[src/hdl/mergeable_priority_queues_macros.svh]
// Assertion macros for the mergeable priority queue engine.
// Used by the top level; empty bodies when SYNTHESIS is defined.
`ifndef MERGEABLE_PRIORITY_QUEUES_MACROS_SVH
`define MERGEABLE_PRIORITY_QUEUES_MACROS_SVH
`ifndef SYNTHESIS
`define MPQ_ASSERT(label, clk, rst, prop) \
  label: assert property (@(posedge clk) disable iff (rst) prop) else $error("assertion failed");
`define MPQ_ASSERT_NR(label, clk, prop) \
  label: assert property (@(posedge clk) prop) else $error("assertion failed");
`else
`define MPQ_ASSERT(label, clk, rst, prop)
`define MPQ_ASSERT_NR(label, clk, prop)
`endif
`endif

[src/hdl/mpq_ram.sv]
// Generic single-port synchronous RAM with registered read.
// No dependencies.
module mpq_ram #(
  parameter int Width = 8,
  parameter int Depth = 16
) (
  input  logic clk,
  input  logic we,
  input  logic [$clog2(Depth)-1:0] addr,
  input  logic [Width-1:0] wdata,
  output logic [Width-1:0] rdata
);
  logic [Width-1:0] mem [Depth];
  always_ff @(posedge clk) begin
    if (we) mem[addr] <= wdata;
    rdata <= mem[addr];
  end
endmodule

[config.mk]
export PLATFORM = sky130hd
export DESIGN_NAME = mpq_ram
export DESIGN_NICKNAME = d
export VERILOG_FILES = /design/src/hdl/mergeable_priority_queues_macros.svh /design/src/hdl/mpq_ram.sv
export SDC_FILE = /design/constraint.sdc
export NUM_CORES = 1
export LEC_CHECK = 0
export BUFFER_PORTS_ARGS = -buffer_cell sky130_fd_sc_hd__buf_2
export CORE_ASPECT_RATIO = 0.6
export CORE_UTILIZATION = 30
export CTS_BUF_LIST = sky130_fd_sc_hd__clkbuf_4
export CTS_CLUSTER_SIZE = 12
export DETAILED_ROUTE_END_ITERATION = 8
export GPL_TIMING_DRIVEN = 0
export PLACE_DENSITY = 0.49
export RECOVER_POWER = 50
export REMOVE_ABC_BUFFERS = 1
export SETUP_SLACK_MARGIN = 0.2
export SLEW_MARGIN = 20
export SYNTH_ARGS = -nofsm -noshare
export SYNTH_HDL_FRONTEND = slang
export SYNTH_SLANG_ARGS = --single-unit
[constraint.sdc]
create_clock -name clk -period 4.49 [get_ports clk]
set_clock_uncertainty 0.2 [all_clocks]
set_input_delay 0.2245 -clock clk [delete_from_list [all_inputs] [get_ports clk]]
set_output_delay 0.2245 -clock clk [all_outputs]
set_load 0.05 [all_outputs]
==> impl_summary.txt <==
----------------------------------------------------
[Run status]
  Outcome ... finished, final reports clean

[Logic synthesis]
  Post-synthesis register bit count ... 136
  Main combinational cell family by area after synthesis ... multiplexers
  Post-synthesis share of cell area spent on xor and xnor gates ... 0%
  Mux share of post-synthesis cell area ... between 10 and 15%
  Area fraction of the dominant cell type after synthesis ... about three quarters
  Synthesized instance count ... 230
  Area contributors post-synth ... edfxtp_1, mux4_2, dfxtp_1
  Sequential element share of the synthesized area ... 79.0%
  Distinct cell type count of the synthesized netlist ... 18
  Area share of fa/ha/maj cells after synthesis ... 0%
  Number of warnings issued by yosys ... 0
  Complex-gate fraction of the synthesized area ... 2.37%
  Cell accounting for the most synthesized area ... edfxtp_1
  Synth Area in Simple Gates ... 3.21%
  Cell area after synthesis ... 0.00507 mm2
  Average size of a mapped cell ... 22.0 um2

[Placed design]
  Last weighted congestion value of the routability-driven placer ... 0.715
  Placed Cells ... 472
  Final HPWL DP ... roughly 6300 um
  Number of input and output port buffers inserted ... 21

[Global routing]
  Global-route layer with the greatest usage ... met1
  Number of antenna violations at the first check in global routing ... 0
  Total gr overflow ... 0
  Maximum number of pins on one net before global-route repair ... 40
  Met3 capacity usage during global routing ... under 10%
  GR Util All Layers ... 12.5%
  Met1 GRT Util ... 18.3%
  Routing usage on met2 ... 17.8%
  Global-route wire length before repair ... 15100 um
  Number of global-route vias before repair ... around 2400

[Hold path]
  Path category of the worst min-delay check ... primary input to flop
  Source of the worst hold timing path ... we
  Hold Path End ... mem[12][3]$_DFFE_PP_
  Hold Path Cell Cnt ... 3

[Clock network]
  Clock buffer depth ... 2
  Sinks on Clock Net ... 136
  Clock H-tree levels ... 4
  Clock slew at the register clock pins of the worst setup and hold paths ... 110 ps
  Number of setup buffers added after CTS ... 0
  Inserted Clock Buffers ... 17
  Clk Latency, worst-skew pair ... 500 ps
  Buffer type at the clock tree root ... clkbuf_4
  CTS tree ... yes

[Routing]
  Total detailed-routing wirelength ... about 10000 um
  Post-route DRC ... 0
  Post-detailed-route via-to-cell ratio ... 4.64
  Per-cell routed wire length ... 20.0 um
  Vias ... 2370
  Detailed-router iteration count before antenna repair ... 4
  DR iter-0 viols ... 242
  Number of antenna-violating nets in the routed design ... 0

[Timing]
  Min Clock Period, post-route ... 2230 ps
  Final number of hold-violating endpoints ... 0
  Worst slew pin tran ... 1060 ps
  Final number of setup-violating endpoints ... 0
  Relative slew slack ... just under 30%
  Highest attainable clock frequency ... 449 MHz
  Setup repair after global routing missed its margin ... no
  Final total negative setup slack ... 0 ps
  Final period utilization ... approximately 50%
  Max-slew violation count ... 0
  Final hold slack ... 114 ps

[Setup path]
  Data required, critical path ... 4410 ps
  Sequence of cells on the critical path ... buf_2 > nand2_1 > nor2_1
  Reg-to-reg critical path endpoint ... rdata[3]$_DFF_P_
  Arrival time reported for the critical path endpoint ... ~2200 ps
  Length in cells of the worst reg-to-reg path ... 3
  Maximum single-stage delay on the critical path ... between 800 and 900 ps
  Type of the setup path with the least slack ... primary input to flop
  Highest net fanout along the worst path ... 39
  Family of cells with the greatest summed delay on the critical path ... simple AND/OR/NAND/NOR gates
  Kind of end point of the critical path ... flop
  Number of buffer and inverter instances along the worst setup path ... 1
  Slowest CP cell ... nor2_1
  Startpoint type of the worst setup path ... primary input
  Reg-to-reg slack, setup ... 2940 ps
  Reg2Reg Launch Point ... mem[11][3]$_DFFE_PP_

[Pwr]
  Maximum vdd drop ... about 170 uV
  Power density relative to cell area ... 431 mW/mm2
  Total net switching power ... ~0.55 mW
  Lkg Pwr ... 1.82 nW
  Internal portion of total power ... 1.97 mW
  Design Power ... roughly 2.5 mW
  Share of power burned in combinational logic ... 6.4%
  Clock Power Share ... 37.0%
  Fraction of power consumed by sequential logic ... 56.6%
  Switching power share of the total ... 21.7%

[Finish]
  Most common library cell in the layout ignoring fill and taps ... edfxtp_1
  Synth-to-Final Area Change ... 15.3%
  Top library cells by usage in the layout, fill and taps aside ... edfxtp_1, mux4_2, clkbuf_4
  Final standard cell count with taps included and fillers excluded ... 511
  Fraction of final layout cells with drive strength greater than 1 ... 28.3%
  Antenna cell count ... 0
  Total Nets Final ... around 290

[Job]
  Max-cap violation count ... 0

[Die]
  Area enclosed by the die boundary ... 0.0174 mm2
  Starting density of the core ... 31.0%
  Die span in x ... ~170 um
  Boundary Pins ... 22
  DIE HEIGHT ... 103 um
  Area of the core ... 0.0164 mm2
  Number of core rows ... 36

----------------------------------------------------
## repair_timing
item                                   in CTS  in global routing
endpoints found under the hold margin     128                  0
resized for setup                           0                  0
hold buffers                                8                  0
## Yosys cell counts (all sizes together)
library cell,instances
nand3,1
a22oi,16
or3b,1
nor2,13
nand3b,2
clkbuf,3
nand2,9
and2,1
dfxtp,8
edfxtp,128
nand2b,2
buf,8
mux4,32
nor3,4
nor2b,2
## worst max path at each step
stage / start / end / depth (start not counted)
6_report: addr[1] / mem[11][7]$_DFFE_PP_ / 3
5_1_grt: addr[1] / mem[11][7]$_DFFE_PP_ / 3
4_1_cts: addr[1] / mem[11][7]$_DFFE_PP_ / 3
3_5_place_dp: addr[1] / mem[11][5]$_DFFE_PP_ / 3
3_3_place_gp: addr[0] / mem[11][5]$_DFFE_PP_ / 3
2_1_floorplan: addr[2] / mem[0][0]$_DFFE_PP_ / 2
## area by class of cell
type	count	area [um2]
clock buffer	18	135
clock inverter	13	204
fill	1540	10500
multi-input combinational	83	1010
sequential	136	4000
tap	228	285
timing repair buffer	33	206
## per-stage QoR
| stage | instance area [um2] | setup WS, ps | utilization, % |
|---|---|---|---|
| after floorplan | 5010 | 2570 | - |
| after global placement | 5400 | 1490 | 33.0 |
| after detailed placement | 5450 | 1740 | 33.3 |
| after CTS | 5870 | 2320 | 35.9 |
| after global routing | 5840 | 2120 | 35.7 |
| final | 5840 | 2260 | 35.7 |
## registers in the layout, summed over array words and instances (netlist names)
signal and flops:
mem 128, rdata 8
## power by group through the flow
stage | Combinational, mW | Clock, mW | Sequential, mW
floorplan | 0.0584 | 0 | 1.48
finish | 0.161 | 0.932 | 1.42
CTS | 0.164 | 0.953 | 1.42
detailed placement | 0.159 | 0 | 1.45
global route | 0.174 | 1.01 | 1.43
global placement | 0.156 | 0 | 1.45
## kinds of logic (layout without fill, tap and decap cells)
kind of cell	Yosys count	count (layout)
AO/OA/AOI/OAI	16	16
buffers and inverters	11	64
flip-flops	136	136
multiplexers	32	32
AND/OR/NAND/NOR	35	35
## tightest hold or removal path, cell delays in order
cell,delay (ps)
buf_2,130
nand3_1,170
nor3_2,120
## layer usage
| layer | wire [um] | up-vias |
|---|---|---|
| met5 | 0 | - |
| met1 | 5120 | 1253 |
| met2 | 4370 | 72 |
| li1 | - | 1043 |
| met3 | 703 | 2 |
| met4 | 17 | 0 |
No activity file was read; power rests on OpenSTA's default activity.
